### config.mk
export PLATFORM = sky130hd
export DESIGN_NAME = srti_ctrl
export DESIGN_NICKNAME = d
export VERILOG_FILES = /design/src/sv/srti_pkg.sv /design/src/sv/srti_ctrl.sv
export SDC_FILE = /design/constraint.sdc
export NUM_CORES = 1
export LEC_CHECK = 0
export BUFFER_PORTS_ARGS = -buffer_cell sky130_fd_sc_hd__buf_2
export CORE_UTILIZATION = 57
export CTS_CLUSTER_SIZE = 30
export DETAILED_ROUTE_END_ITERATION = 8
export GPL_TIMING_DRIVEN = 0
export HOLD_SLACK_MARGIN = 0.12
export PLACE_DENSITY = 0.82
export SYNTH_ARGS = -nofsm -noshare
export SYNTH_HDL_FRONTEND = slang
export SYNTH_SLANG_ARGS = --single-unit
### constraint.sdc
create_clock -name clk -period 5.1 [get_ports clk]
set_input_delay 0.255 -clock clk [delete_from_list [all_inputs] [get_ports clk]]
set_output_delay 0.255 -clock clk [all_outputs]
set_load 0.01 [all_outputs]
### src/sv/srti_pkg.sv
// Shared types, constants and the arctangent table for the ship rotate and thrust integrator.
package srti_pkg;

	// Register indexes on the configuration port.
	localparam logic REG_TURN_RATE    = 1'b0;
	localparam logic REG_THRUST_ACCEL = 1'b1;

	// Reset values of the configuration registers.
	localparam logic [31:0] TURN_RATE_RST    = 32'd50332;
	localparam logic [31:0] THRUST_ACCEL_RST = 32'd21475;

	// Turn command codes.
	localparam logic [1:0] TURN_NONE  = 2'd0;
	localparam logic [1:0] TURN_LEFT  = 2'd1;
	localparam logic [1:0] TURN_RIGHT = 2'd2;

	// Pi/2 in Q1.36, the limiting inverse CORDIC gain in Q2.30, and one in Q2.30.
	localparam logic [36:0] HALF_PI_Q36  = 37'd107944301636;
	localparam logic [29:0] INV_GAIN_Q30 = 30'd652032874;
	localparam logic [31:0] ONE_Q30      = 32'h4000_0000;

	// The angle is reduced by pi/2 in three steps: a quotient estimate from the top
	// 24 bits of the angle times floor(2^16 / pi/2), a back-multiplication that leaves
	// the remainder, and one compare-and-subtract that fixes an estimate one too low.
	localparam logic [15:0] HALF_PI_RECIP = 16'd41721;
	localparam int DIV_STEPS = 3;
	localparam logic [4:0] DIV_EST  = 5'd2;
	localparam logic [4:0] DIV_BACK = 5'd1;
	localparam logic [4:0] DIV_FIX  = 5'd0;

	// Input transaction payload.
	typedef struct packed {
		logic [15:0] time_step;
		logic [1:0]  turn_dir;
		logic        thrust_on;
	} in_item_t;

	// Output transaction payload.
	typedef struct packed {
		logic signed [31:0] face_x;
		logic signed [31:0] face_y;
		logic signed [47:0] vel_x;
		logic signed [47:0] vel_y;
		logic signed [47:0] pos_x;
		logic signed [47:0] pos_y;
	} out_item_t;

	// Datapath operations issued by the controller, one per cycle.
	typedef enum logic [3:0] {
		OP_NONE,
		OP_LOAD,
		OP_RMUL,
		OP_DIV,
		OP_ROT,
		OP_CORD,
		OP_GMUL,
		OP_GSTO,
		OP_TMUL,
		OP_THI,
		OP_TLO,
		OP_TADD,
		OP_TACC,
		OP_PMUL,
		OP_PACC,
		OP_OUT
	} op_t;

	// Controller states.
	typedef enum logic [3:0] {
		S_IDLE,
		S_RMUL,
		S_CHECK,
		S_DIV,
		S_ROT,
		S_CORD,
		S_GMUL,
		S_GSTO,
		S_TMUL,
		S_THI,
		S_TLO,
		S_TADD,
		S_TACC,
		S_PMUL,
		S_PACC,
		S_DONE
	} state_t;

	// Command from the controller to the datapath.
	typedef struct packed {
		op_t        op;
		logic       axis;
		logic [4:0] idx;
	} dp_cmd_t;

	// Status from the datapath to the controller.
	typedef struct packed {
		logic skip_turn;
		logic thrust;
	} dp_status_t;

	// Arctangent of 2^-i in Q2.30.
	function automatic logic [31:0] atan_q30(input logic [4:0] i);
		logic [31:0] v;
		case (i)
			5'd0:  v = 32'h3243F6A8;
			5'd1:  v = 32'h1DAC6705;
			5'd2:  v = 32'h0FADBAFC;
			5'd3:  v = 32'h07F56EA6;
			5'd4:  v = 32'h03FEAB76;
			5'd5:  v = 32'h01FFD55B;
			5'd6:  v = 32'h00FFFAAA;
			5'd7:  v = 32'h007FFF55;
			5'd8:  v = 32'h003FFFEA;
			5'd9:  v = 32'h001FFFFD;
			5'd10: v = 32'h000FFFFF;
			5'd11: v = 32'h0007FFFF;
			5'd12: v = 32'h0003FFFF;
			5'd13: v = 32'h0001FFFF;
			5'd14: v = 32'h0000FFFF;
			5'd15: v = 32'h00007FFF;
			5'd16: v = 32'h00003FFF;
			5'd17: v = 32'h00001FFF;
			5'd18: v = 32'h00000FFF;
			5'd19: v = 32'h000007FF;
			5'd20: v = 32'h000003FF;
			5'd21: v = 32'h000001FF;
			5'd22: v = 32'h000000FF;
			5'd23: v = 32'h0000007F;
			5'd24: v = 32'h0000003F;
			5'd25: v = 32'h0000001F;
			5'd26: v = 32'h0000000F;
			5'd27: v = 32'h00000008;
			5'd28: v = 32'h00000004;
			5'd29: v = 32'h00000002;
			5'd30: v = 32'h00000001;
			default: v = 32'h00000000;
		endcase
		return v;
	endfunction

endpackage

### src/sv/srti_ctrl.sv
// Controller: sequences one tick through division, CORDIC, thrust and position steps.
module srti_ctrl import srti_pkg::*; #(
	parameter int CORDIC_STEPS = 16
) (
	input  logic       clk,
	input  logic       arst_n,
	input  logic       in_valid,
	output logic       in_ready,
	output logic       out_valid,
	input  logic       out_ready,
	input  dp_status_t status,
	output dp_cmd_t    cmd
);

	localparam int CntW = ($clog2(CORDIC_STEPS) > 4) ? $clog2(CORDIC_STEPS) : 4;
	localparam logic [CntW-1:0] DivLast  = CntW'(DIV_STEPS - 1);
	localparam logic [CntW-1:0] CordLast = CntW'(CORDIC_STEPS - 1);

	state_t state_q, state_d;
	logic [CntW-1:0] cnt_q, cnt_d;
	logic axis_q, axis_d;
	logic out_valid_q, out_valid_d;

	// State, counter, axis and output-valid registers.
	always_ff @(posedge clk or negedge arst_n) begin
		if (!arst_n) begin
			state_q     <= S_IDLE;
			cnt_q       <= '0;
			axis_q      <= 1'b0;
			out_valid_q <= 1'b0;
		end else begin
			state_q     <= state_d;
			cnt_q       <= cnt_d;
			axis_q      <= axis_d;
			out_valid_q <= out_valid_d;
		end
	end

	// Next state and datapath commands.
	always_comb begin
		state_d     = state_q;
		cnt_d       = cnt_q;
		axis_d      = axis_q;
		out_valid_d = out_valid_q && !out_ready;
		cmd.op      = OP_NONE;
		cmd.axis    = axis_q;
		cmd.idx     = 5'(cnt_q);
		case (state_q)
			S_IDLE: begin
				if (in_valid) begin
					cmd.op  = OP_LOAD;
					state_d = S_RMUL;
				end
			end
			S_RMUL: begin
				cmd.op  = OP_RMUL;
				state_d = S_CHECK;
			end
			S_CHECK: begin
				axis_d = 1'b0;
				if (status.skip_turn) begin
					state_d = status.thrust ? S_TMUL : S_PMUL;
				end else begin
					cnt_d   = DivLast;
					state_d = S_DIV;
				end
			end
			S_DIV: begin
				cmd.op = OP_DIV;
				cnt_d  = cnt_q - 1'b1;
				if (cnt_q == '0) begin
					state_d = S_ROT;
				end
			end
			S_ROT: begin
				cmd.op  = OP_ROT;
				cnt_d   = '0;
				state_d = S_CORD;
			end
			S_CORD: begin
				cmd.op = OP_CORD;
				cnt_d  = cnt_q + 1'b1;
				if (cnt_q == CordLast) begin
					axis_d  = 1'b0;
					state_d = S_GMUL;
				end
			end
			S_GMUL: begin
				cmd.op  = OP_GMUL;
				state_d = S_GSTO;
			end
			S_GSTO: begin
				cmd.op = OP_GSTO;
				axis_d = !axis_q;
				if (axis_q) begin
					state_d = status.thrust ? S_TMUL : S_PMUL;
				end else begin
					state_d = S_GMUL;
				end
			end
			S_TMUL: begin
				cmd.op  = OP_TMUL;
				state_d = S_THI;
			end
			S_THI: begin
				cmd.op  = OP_THI;
				state_d = S_TLO;
			end
			S_TLO: begin
				cmd.op  = OP_TLO;
				state_d = S_TADD;
			end
			S_TADD: begin
				cmd.op  = OP_TADD;
				state_d = S_TACC;
			end
			S_TACC: begin
				cmd.op  = OP_TACC;
				axis_d  = !axis_q;
				state_d = axis_q ? S_PMUL : S_TMUL;
			end
			S_PMUL: begin
				cmd.op  = OP_PMUL;
				state_d = S_PACC;
			end
			S_PACC: begin
				cmd.op  = OP_PACC;
				axis_d  = !axis_q;
				state_d = axis_q ? S_DONE : S_PMUL;
			end
			S_DONE: begin
				// Load the output register once the previous result has left.
				if (!out_valid_q || out_ready) begin
					cmd.op      = OP_OUT;
					out_valid_d = 1'b1;
					state_d     = S_IDLE;
				end
			end
			default: begin
				state_d = S_IDLE;
			end
		endcase
	end

	assign in_ready  = (state_q == S_IDLE);
	assign out_valid = out_valid_q;

endmodule

* Word level (Yosys, flattened, before mapping)
Cells that the tools add are included.
** Operators by class
- Add/sub/neg operators :: 2
- Equality and inequality tests :: 21
- Multiplexer cells :: 19
- Reductions and logical operators :: 13
** Operator list (count)
- case mux 4 bit (16 select lines) :: 1
- case mux 4 bit (15 select lines) :: 1
- == test 4 bit, second input constant :: 9
- two-way mux 4 bit :: 8
- == test 4 x 3 -> 1 bit, second input constant :: 4
- case mux 4 bit (4 select lines) :: 1
- inequality test 2 bit, second input constant :: 5
- == test 4 x 2 -> 1 bit, second input constant :: 2
- logical NOT 4 bit :: 2
- two-way mux 3 bit :: 2
- adder 4 x 1 -> 4 bit, second input constant :: 1
- == test 4 x 1 -> 1 bit, second input constant :: 1
- two-way mux 1 bit :: 4
- AND reduction 2 bit :: 2
- AND reduction 4 bit :: 1
- nonzero test 4 bit :: 1
- subtractor 4 x 1 -> 4 bit, second input constant :: 1
- logical NOT 1 bit :: 3
- case mux 1 bit (3 select lines) :: 1
- nonzero test 3 bit :: 1
- OR reduction 3 bit :: 1
- two-way mux 2 bit :: 1
- logical AND 1 bit :: 1
- logical OR 1 bit :: 1
** Storage, ports and cells
- Register bits after elaboration :: 10
- Word-level logic and storage cells :: 59
- Output and inout port bits :: 12

* Depth between registers and ports, before layout
Gate-level depths: netlist of the first run.
- Depth in word-level cells :: 4
- Depth in mapped cells :: 8
- Depth with buffers taken out :: 7

* Least setup slack after synthesis of the first run
OpenSTA, ideal clock, no wires.
- Kind :: flip-flop to flip-flop
- Start :: register state_q[1]
- End :: register cnt_q[3]
- Setup time :: 0.130 ns
- Cell stages (with the launch flop) :: 9
- Setup slack :: 3.140 ns
- Path buffers :: 1
- Arrival :: 1.830 ns
- Path through :: dfrtp_1 > buf_6 > and4bb_4 > inv_1 > ha_1 > a21o_1 > a21oi_1 > mux2i_1 > a22oi_1
** On the way
- Cells in the longest elaborated chain, start to end :: 3
- Elaborated cells between the ends (all ways) :: 8
- Those cells by class :: eq/ne: 5; mux: 1; reduce/logical: 2
** Ends and longest elaborated chain
- start, declared :: RTL line srti_ctrl.sv:19 : state_t state_q, state_d;
- start signal, assigned :: RTL line srti_ctrl.sv:32 : state_q <= state_d;
- == test 4 x 3 -> 1 bit or == test 4 x 2 -> 1 bit (tied branches) :: RTL line srti_ctrl.sv:48 : case (state_q)
- nonzero test 4 bit (no line) or inequality test 2 bit (tied branches)
- AND reduction 2 bit (no line)
- end signal, assigned :: RTL line srti_ctrl.sv:33 : cnt_q <= cnt_d;
- end, declared :: RTL line srti_ctrl.sv:20 : logic [CntW-1:0] cnt_q, cnt_d;
Several ways; a longest one is shown, not always the timed one.
A chain may end at the register's enable or synchronous reset.

* Worst setup path after layout of the first run
Ends and elaborated chain as after synthesis.

==> summary.md, run 1 <==
| Metric | Value |
|---|---|
| Status | `complete, no violations` |
| Crit end category | `register` |
| Via count | `914` |
| Synth top area share | `28.7%` |
| Final core utilization | `74.5%` |
| Congestion Overflow GR | `0` |
| Largest net degree at the start of global routing | `11` |
| Number of buffers added on ports | `16` |
| Clock sinks | `10` |
| Hold path start | `in_valid` |
| Worst-path fanout max | `9` |
| Mapped Cells | `105` |
| HPWL after detailed placement | `1560 um` |
| Post-route clock period utilization | `41.3%` |
| First-pass GRT wire length | `3150 um` |
| CTS tree | `yes` |
| Root Buffer | `clkbuf_4` |
| Top cell type by total area after synthesis | `dfrtp_1` |
| Met1 usage | `38.0%` |
| FP Rows | `13` |
| Min Tclk post-route | `2110 ps` |
| Final Routed Wirelength | `2160 um` |
| Share of layout cells above drive strength 1 | `24.6%` |
| Clock skew | `3.22 ps` |
| Total Nets Final | `136` |
| GRT Overall Usage | `29.0%` |
| Pwr per Cell Area | `714 mW/mm^2` |
| Clk pin slew, worst setup/hold paths | `70 ps` |
| Max_cap viols | `0` |
| Antenna diodes | `0` |
| RSZ-0062 raised after global routing | `no` |
| Worst Setup Start Kind | `register` |
| H-tree levels | `1` |
| Pre-antenna DRT Iters | `4` |
| Average cell area after synthesis | `8.32 sq um` |
| Die Width | `41.1 um` |
| DRT iter0 DRCs | `27` |
| Die ar. | `0.00169 sq mm` |
| Pleak | `0.000441 uW` |
| Main area contributors after synthesis | `dfrtp_1 29%, o21ai_0 6.3%, a21oi_1 4.6%` |
| Min-Delay Path Class | `in -> reg` |
| DRT antenna net count | `0` |
| Synthesized Nets | `114` |
| Area Overhead vs Synth | `16.6%` |
| Number of global-route vias before repair | `685` |
| Final setup TNS | `0 ps` |
| Post-synth EDFFs | `0` |
| Later-pin clock latency in the skew report | `280 ps` |
| Fmax achieved | `475 MHz` |
| Slew Limit Fails | `0` |
| Met3 Use GR | `4.89%` |
| FFs w/ async S/R, synth | `100%` |
| Max Root-Sink Buffers | `2` |
| Register area | `250 sq um` |
| Yosys reg bits | `10` |
| Initial Utilization | `63.9%` |
| Critical Path RT | `5260 ps` |
| Fin. Hold Viols | `0` |
| Most frequent cell after synthesis | `o21ai_0` |
| Core area | `0.00137 sq mm` |
| Multi-input logic area | `529 sq um` |
| Initial antenna violation count | `0` |
| Post-synth top cells | `11 x o21ai_0, 10 x dfrtp_1, 8 x a21oi_1` |
| Post-synth cell types | `42` |
| Most used routing layer | `met2` |
| TritonCTS Buffers | `3` |
| WS Path Type | `reg -> reg` |
| Main synth FF type | `dfrtp_1` |
| Chip Height | `41.1 um` |
| Share of the yosys chip area belonging to registers | `28.7%` |
| RR Startpoint | `state_q[1]` |
| Gpl congestion | `0.837` |
| Slew headroom | `66.4%` |
| DRC Markers | `0` |
| Mean number of vias per cell | `6.48` |
| FILL cells | `112` |
| Tightest Pin Transition | `499 ps` |
| Yosys Warn Count | `0` |
| Routed length per placed instance | `15.3 um` |
| Final setup violation count | `0` |
| CP arrival | `2270 ps` |
| Setup Buffers After CTS | `0` |
| Peak supply drop | `397 uV` |
| Top-level port count | `18` |
| Critical Path Start | `state_q[1]` |
| Met2 GRT Util | `44.1%` |
| Synthesized area | `873 sq um` |
[logic make-up (layout without fill, tap and decap cells)]
kind of cell | after synthesis | in the layout | synth area share (%)
AO/OA/AOI/OAI | 34 | 34 | 25.5
XOR/XNOR | 1 | 1 | 1.00
flip-flops | 10 | 10 | 28.7
AND/OR/NAND/NOR | 36 | 36 | 25.1
buffers and inverters | 17 | 38 | 10.7
multiplexers | 3 | 3 | 3.44
other | 1 | 1 | 0.429
adder cells (fa/ha/maj) | 3 | 3 | 5.16
[worst paths after layout]
check / end / slack, ps / cells past startpoint
max: cnt_q[3] / 2990 / 8
min: state_q[0] / 220 / 2
max reg2reg: cnt_q[3] / 2990 / 8
min reg2reg: cnt_q[3] / 610 / 2
max in group asynchronous: cnt_q[2] / 4520 / 2
min in group asynchronous: state_q[1] / 370 / 2
[repair_timing]
item                                    CTS  global route
hold buffers                              1             0
gates resized for setup                   0             0
endpoints found under the setup margin    0             0
endpoints found under the hold margin    10             0
[cells in the final DEF (no fill, tap or decap), types with 2 or more instances in the layout]
cell type  count
clkbuf_1       3
nor4_1         3
nor3_1         5
a2bb2oi_1      2
o22ai_1        2
buf_6          2
ha_1           2
nand3b_1       2
nand3_1        3
nand2_1        4
inv_1          6
nor2_1         5
clkbuf_4       3
a21oi_1        8
nor2b_1        4
dfrtp_1       10
buf_4          3
mux2i_1        3
o21ai_0       11
nand2b_1       2
buf_2         19
[sequential cells by signal, summed over array words and instances (netlist names)]
| signal | cells |
|---|---|
| state_q | 4 |
| cnt_q | 4 |
| axis_q | 1 |
| out_valid | 1 |
[through the flow]
step / std cells / hold slack (ps) / total power, uW / setup WS, ps / cell area, sq um
floorplan: 105 / -40.6 / 519 / 3140 / 873
global placement: 136 / 128 / 627 / 3060 / 972
detailed placement: 136 / 133 / 642 / 3020 / 972
CTS: 141 / 218 / 720 / 3000 / 1020
global route: 141 / 223 / 790 / 2870 / 1020
finish: 141 / 219 / 727 / 2990 / 1020
[where the power goes]
group / internal (uW) / total (uW) / switching (uW) / leakage [uW]
combinational: 217 / 495 / 278 / 0.000297
sequential: 118 / 157 / 39.0 / 0.000122
clock: 43.5 / 75.2 / 31.7 / 0.0000210
total: 379 / 727 / 349 / 0.000441
[cell type report]
cell class | count | area share, %
clock buffers | 4 | 3.56
multi-input cells | 78 | 52.0
flip-flops and latches | 10 | 24.6
well taps | 15 | 1.84
inverters | 6 | 2.21
plain buffers | 11 | 7.00
repair buffers | 17 | 8.85
[critical path, cell delays in order (launching register included)]
cell and delay, ps:
dfrtp_1 380, buf_6 140, and4bb_4 340, inv_1 90, ha_1 280, a21o_1 180
a21oi_1 260, mux2i_1 220, a22oi_1 100
[layer usage]
metal  up-vias  part of all wire (%)
met5         -                     0
met4         0                   2.2
met3         9                   7.7
met2        51                    46
met1       424                    44
li1        430                     -
No activity file was read; power rests on OpenSTA's default activity.
==> run 2, diff against run 1 <==
Settings changed: CORE_UTILIZATION 57 to 48, PLACE_DENSITY 0.82 to 0.73.
Clock period 5.1 ns to 1.73 ns, I/O delays scaled along.
==> run 2 against run 1 <==
Against the previous run:
- the flow now finishes with violations (setup timing)
- sequential share of layout area is 1.5 points lower
- sequential power grew to 3.0 times the previous value
- worst hold slack worse by 49 ps
- critical path depth is 1 lower
- maximum frequency is 19% higher
- combinational power grew to 3.1 times the previous value
- register-to-register slack worse by 3000 ps
- global-route usage is 5.3 points lower
- die area is 18% higher
- non-clock buffer count is 3 higher
- clock skew is 4.5 ps higher
- via count is 3.3% lower
==> summary.md, run 2 (synthesis results as in run 1) <==
| Metric | Value |
|---|---|
| Status | `finished, violations left` |
| Failing checks | `setup timing` |
| Switch share | `47.4% (-0.60 points)` |
| Top-level port count | `18 (unchanged)` |
| Final setup violation count | `2 (+2)` |
| Number of global-route vias before repair | `731 (+6.7%)` |
| Share of layout cells above drive strength 1 | `31.0% (+6.4 points)` |
| Crit-path leading delay family | `compound AO/OA/AOI/OAI gates` |
| Clock skew | `7.70 ps (+4.48 ps)` |
| Min-Delay Path Class | `in -> reg` |
| Worst-path fanout max | `3 (-6)` |
| CTS tree | `yes` |
| DRC Markers | `0 (unchanged)` |
| Initial antenna violation count | `0 (unchanged)` |
| Gpl congestion | `0.882 (+5.4%)` |
| WS Path Type | `reg -> reg` |
| Critical path's largest stage delay | `390 ps (about the same)` |
| RSZ-0062 raised after global routing | `yes` |
| Area Overhead vs Synth | `24.4%` |
| First-pass GRT wire length | `3360 um (+6.6%)` |
| Die ar. | `0.00199 sq mm (+18%)` |
| Post-route clock period utilization | `102% (+61 points)` |
| Number of buffers added on ports | `16 (unchanged)` |
| Final worst slack | `-40.9 ps (-3030 ps)` |
| Clock Power Share | `9.7% (-0.6 points)` |
| Gate power share | `68.9% (+0.8 points)` |
| Pre-antenna DRT Iters | `4 (unchanged)` |
| Final hold slack | `169 ps (-49.4 ps)` |
| Commonest non-fill, non-tap cell in the layout | `buf_2` |
| Die Width | `44.7 um (+8.5%)` |
| DRT antenna net count | `0 (unchanged)` |
| Later-pin clock latency in the skew report | `270 ps (about the same)` |
| CP cell instances | `and4bb_4 > inv_4 > ha_4 > a21o_1 > a21oi_2 > mux2i_1 > a22oi_1` |
| Chip Height | `44.7 um (+8.5%)` |
| Peak supply drop | `1070 uV (+170%)` |
| Pleak | `0.000462 uW (+4.8%)` |
| Fin. Hold Viols | `0 (unchanged)` |
| Core area | `0.00171 sq mm (+25%)` |
| Worst Setup Start Kind | `register` |
| HPWL after detailed placement | `1550 um (-0.62%)` |
| Slew Limit Fails | `0 (unchanged)` |
| CP max-delay cell | `dfrtp_1` |
| Clk pin slew, worst setup/hold paths | `70 ps (about the same)` |
| Clock sinks | `10 (unchanged)` |
| P_int | `1170 uW (+210%)` |
| FILL cells | `153 (+37%)` |
| Max_cap viols | `0 (unchanged)` |
| Buf+Inv Stages, Crit Path | `1 (-1)` |
| Final Routed Wirelength | `2140 um (-0.83%)` |
| Mean number of vias per cell | `5.74 (-11%)` |
| Root Buffer | `clkbuf_4` |
| Routed length per placed instance | `13.9 um (-9.2%)` |
| Initial Utilization | `51.1% (-13 points)` |
| Switching Power | `1050 uW (+200%)` |
| Cell Area, Placed | `0.00100 sq mm (+3.2%)` |
| Congestion Overflow GR | `0 (unchanged)` |
| TritonCTS Buffers | `3 (unchanged)` |
| Fmax achieved | `565 MHz (+19%)` |
| Top flop regs | `cnt_q (4), state_q (4)` |
| Pwr per Cell Area | `2040 mW/mm^2 (+190%)` |
| Design Area, Final | `0.00109 sq mm (+6.6%)` |
| CP arrival | `1930 ps (-340 ps)` |
| Max Root-Sink Buffers | `2 (unchanged)` |
| Critical Path RT | `1880 ps (-3380 ps)` |
| H-tree levels | `1 (unchanged)` |
| Crit end category | `register` |
| FP Rows | `15 (+2)` |
| Total Nets Final | `139 (+2.2%)` |
| Largest net degree at the start of global routing | `11 (unchanged)` |
| Via count | `884 (-3.3%)` |
| Min Tclk post-route | `1770 ps (-336 ps)` |
| Antenna diodes | `0 (unchanged)` |
| Most frequent cells in the layout | `18 x buf_2, 11 x o21ai_0, 10 x dfrtp_1` |
| GRT Overall Usage | `23.6% (-5.3 points)` |
| DRT iter0 DRCs | `33 (+22%)` |
| Seq pwr share | `21.3% (-0.3 points)` |
==> run 2: cell type report <==
type | instances | area (sq um) | share of cell area [%]
tap | 25 | 31.3 | 2.88
timing repair buffer | 21 | 123 | 11.3
clock buffer | 4 | 36.3 | 3.34
buffer | 10 | 63.8 | 5.88
multi-input combinational | 78 | 557 | 51.3
inverter | 6 | 25.0 | 2.30
sequential | 10 | 250 | 23.0
==> run 2: per-layer routing <==
metal | up-vias | global-route usage, % | routed length, um
li1 | 434 | - | -
met2 | 31 | 37.6 | 1040
met1 | 417 | 30.8 | 994
met4 | 0 | 8.48 | 8
met5 | - | 0 | 0
met3 | 2 | 6.12 | 94
==> run 2: repair_timing <==
action	CTS	global route
resized for setup	3	2
endpoints found under the hold margin	11	0
setup buffers	2	1
endpoints found under the setup margin	4	5
pin swaps	3	5
gates cloned	0	0
hold buffers	2	0
==> run 2: per-stage QoR <==
stage               utilization [%]  setup slack, ps  std cells  setup TNS, ps  power [uW]
floorplan                         -            -94.1        105           -178        1560
CTS                            63.3             -119        154           -199        2200
detailed placement             58.8             -208        146           -399        1920
global placement               58.8             -171        146           -329        1900
global route                   63.6             -166        154           -477        2420
finish                         63.6            -40.9        154          -75.8        2220
==> run 2: final timing paths <==
kind	from	endpoint	slack [ps]	depth (start not counted)
worst max-delay path	state_q[1]	cnt_q[3]	-40	7
worst min-delay path	out_ready	out_valid	170	3
worst max register to register	state_q[1]	cnt_q[3]	-40	7
worst min register to register	cnt_q[3]	cnt_q[3]	600	2
max in group asynchronous	arst_n	cnt_q[1]	1340	2
min in group asynchronous	arst_n	state_q[3]	200	2
==> run 2: worst register-to-register path: cells and delay by family (launching register included) <==
kind / cells / cell delay, ps
mux: 1 / 210
fa+ha+maj: 1 / 200
flops: 1 / 390
compound gates: 3 / 450
simple gates: 1 / 370
buf+inv: 1 / 50
==> run 2: power groups by stage <==
stage	Sequential (uW)	Clock [uW]	Combinational, uW
floorplan	471	0	1090
global placement	465	0	1440
detailed placement	468	0	1460
CTS	467	221	1510
global route	488	239	1690
finish	473	216	1530
==> run 3, diff against run 2 <==
Settings changed: CORE_MARGIN set to 2.
==> run 3 against run 2 <==
Against the previous run:
- the run still ends with setup timing left
- largest power group unchanged
- critical path type unchanged
- sequential power up 3%
- maximum frequency down 0.24%
- cell count unchanged
==> summary.md, run 3 (synthesis results as in run 1) <==
| Metric | Value |
|---|---|
| Status | `finished, violations left` |
| Failing checks | `setup timing` |
| Design Area, Final | `0.00110 sq mm (+1.4%)` |
| Min Tclk post-route | `1780 ps (+4.33 ps)` |
| Finished Layout Cells | `154 (unchanged)` |
| Buf+Inv Stages, Crit Path | `1 (unchanged)` |
| Largest net degree at the start of global routing | `11 (unchanged)` |
| Total Nets Final | `139 (unchanged)` |
| Hold path start | `out_ready` |
| Peak supply drop | `996 uV (-6.5%)` |
| Die ar. | `0.00218 sq mm (+9.2%)` |
| Pwr per Cell Area | `2060 mW/mm^2 (+1.1%)` |
| TritonCTS Buffers | `3 (unchanged)` |
| DRT antenna net count | `0 (unchanged)` |
| Routed length per placed instance | `14.5 um (+4.2%)` |
| CP cell instances | `and4bb_4 > inv_4 > ha_4 > a21o_1 > a21oi_2 > mux2i_1 > a22oi_1` |
| Max_cap viols | `0 (unchanged)` |
| Hold depth | `3 (unchanged)` |
| Die Width | `46.7 um (+4.5%)` |
| Fin. Hold Viols | `0 (unchanged)` |
| H-tree levels | `1 (unchanged)` |
| CP arrival | `1920 ps (about the same)` |
| Crit end category | `register` |
| Share of layout cells above drive strength 1 | `32.6% (+1.6 points)` |
| Critical Path RT | `1870 ps (about the same)` |
| Register-to-register setup slack | `-50 ps (about the same)` |
| Top-level port count | `18 (unchanged)` |
| FILL cells | `165 (+7.8%)` |
| Chip Height | `46.7 um (+4.5%)` |
| Most frequent cells in the layout | `16 x buf_2, 11 x o21ai_0, 10 x buf_4, 10 x dfrtp_1, 6 x a21oi_1` |
| Number of global-route vias before repair | `776 (+6.2%)` |
| Clock skew | `11.6 ps (+3.93 ps)` |
| DP Cell Count | `146 (unchanged)` |
| Fmax achieved | `563 MHz (-0.24%)` |
| Max Root-Sink Buffers | `2 (unchanged)` |
| Final setup violation count | `1 (-1)` |
| Final worst slack | `-45.2 ps (-4.33 ps)` |
| Pleak | `0.000468 uW (+1.3%)` |
| GRT Overall Usage | `22.4% (-1.2 points)` |
| FF-to-FF End | `cnt_q[3]` |
| Later-pin clock latency in the skew report | `280 ps (about the same)` |
| Number of buffers added on ports | `16 (unchanged)` |
| Top flop regs | `cnt_q (4), state_q (4)` |
| Worst-path fanout max | `3 (unchanged)` |
| DRT iter0 DRCs | `33 (unchanged)` |
| CTS tree | `yes` |
| Clock sinks | `10 (unchanged)` |
| Clk pin slew, worst setup/hold paths | `80 ps (about the same)` |
| Worst Hold End | `out_valid` |
| WS Path Type | `reg -> reg` |
| Initial Utilization | `50.6% (-0.56 points)` |
| First-pass GRT wire length | `3380 um (+0.63%)` |
| Reg2Reg Depth | `7 (unchanged)` |
| CP max-delay cell | `dfrtp_1` |
| Pre-antenna DRT Iters | `4 (unchanged)` |
| Antenna diodes | `0 (unchanged)` |
| Worst slack, placed | `-200 ps (+8.45 ps)` |
| Final hold slack | `138 ps (-31.0 ps)` |
| Post-route clock period utilization | `103% (+0.25 points)` |
| RR Startpoint | `state_q[1]` |
| Total power | `2270 uW (+2.5%)` |
| Final Routed Wirelength | `2230 um (+4.2%)` |
| Commonest non-fill, non-tap cell in the layout | `buf_2` |
| Mean number of vias per cell | `5.82 (+1.4%)` |
| Min-Delay Path Class | `in -> reg` |
| Crit-path leading delay family | `compound AO/OA/AOI/OAI gates` |
| Worst Setup Start Kind | `register` |
| Slew Limit Fails | `0 (unchanged)` |
| Critical path's largest stage delay | `390 ps (about the same)` |
| Via count | `896 (+1.4%)` |
| Core area | `0.00173 sq mm (+1.1%)` |
| Root Buffer | `clkbuf_4` |
| DRC Markers | `0 (unchanged)` |
| Initial antenna violation count | `0 (unchanged)` |
| RSZ-0062 raised after global routing | `yes` |
| FP Rows | `15 (unchanged)` |
| Cell Area, Placed | `0.00100 sq mm (unchanged)` |
| Gpl congestion | `0.879 (-0.35%)` |
| HPWL after detailed placement | `1560 um (+0.72%)` |
| Area Overhead vs Synth | `26.1%` |
| Congestion Overflow GR | `0 (unchanged)` |
[run 3: layout make-up]
| class | count | area [sq um] | area share, % |
|---|---|---|---|
| sequential | 10 | 250 | 22.7 |
| timing repair buffer | 22 | 130 | 11.8 |
| buffer | 9 | 65.1 | 5.91 |
| clock buffer | 4 | 36.3 | 3.30 |
| tap | 25 | 31.3 | 2.84 |
| inverter | 6 | 25.0 | 2.27 |
| multi-input combinational | 78 | 563 | 51.1 |
[run 3: layer usage]
layer  track usage (%)  vias to the layer above  wire length (um)
met3              3.14                        9               126
met4              16.1                        0                80
met5                 0                        -                 0
met2              33.3                       39              1050
met1              29.4                      413               968
li1                  -                      435                 -
[run 3: power by group]
part	internal, uW	switching [uW]	total, uW
combinational	717	849	1570
sequential	348	138	487
clock	128	91.1	219
total	1190	1080	2270
[run 3: metrics by stage]
stage / utilization, % / setup TNS (ps)
3_3_place_gp: 58.1 / -333
2_1_floorplan: - / -178
4_1_cts: 63.3 / -169
6_report: 63.8 / -45.2
5_1_grt: 63.8 / -293
3_5_place_dp: 58.1 / -362
[run 3: repair_timing]
action | 4_1_cts | 5_1_grt
endpoints found under the setup margin | 4 | 6
pin swaps | 3 | 6
buffers inserted | 4 | 0
endpoints found under the hold margin | 11 | 0
hold buffers | 2 | 0
resized for setup | 2 | 8
[run 3: worst min-delay path, delay by kind of cell]
kind,cells,cell delay (ps)
compound gates,1,90
buf+inv,1,90
simple gates,1,110
[run 3: worst max-delay path by stage]
stage               start       end  slack [ps]  cells after the start
3_5_place_dp   state_q[1]  cnt_q[3]        -200                      8
4_1_cts        state_q[1]  cnt_q[3]        -110                      8
3_3_place_gp   state_q[1]  cnt_q[3]        -170                      8
6_report       state_q[1]  cnt_q[3]         -50                      7
2_1_floorplan  state_q[1]  cnt_q[3]         -90                      8
5_1_grt        state_q[2]  cnt_q[3]        -130                      8
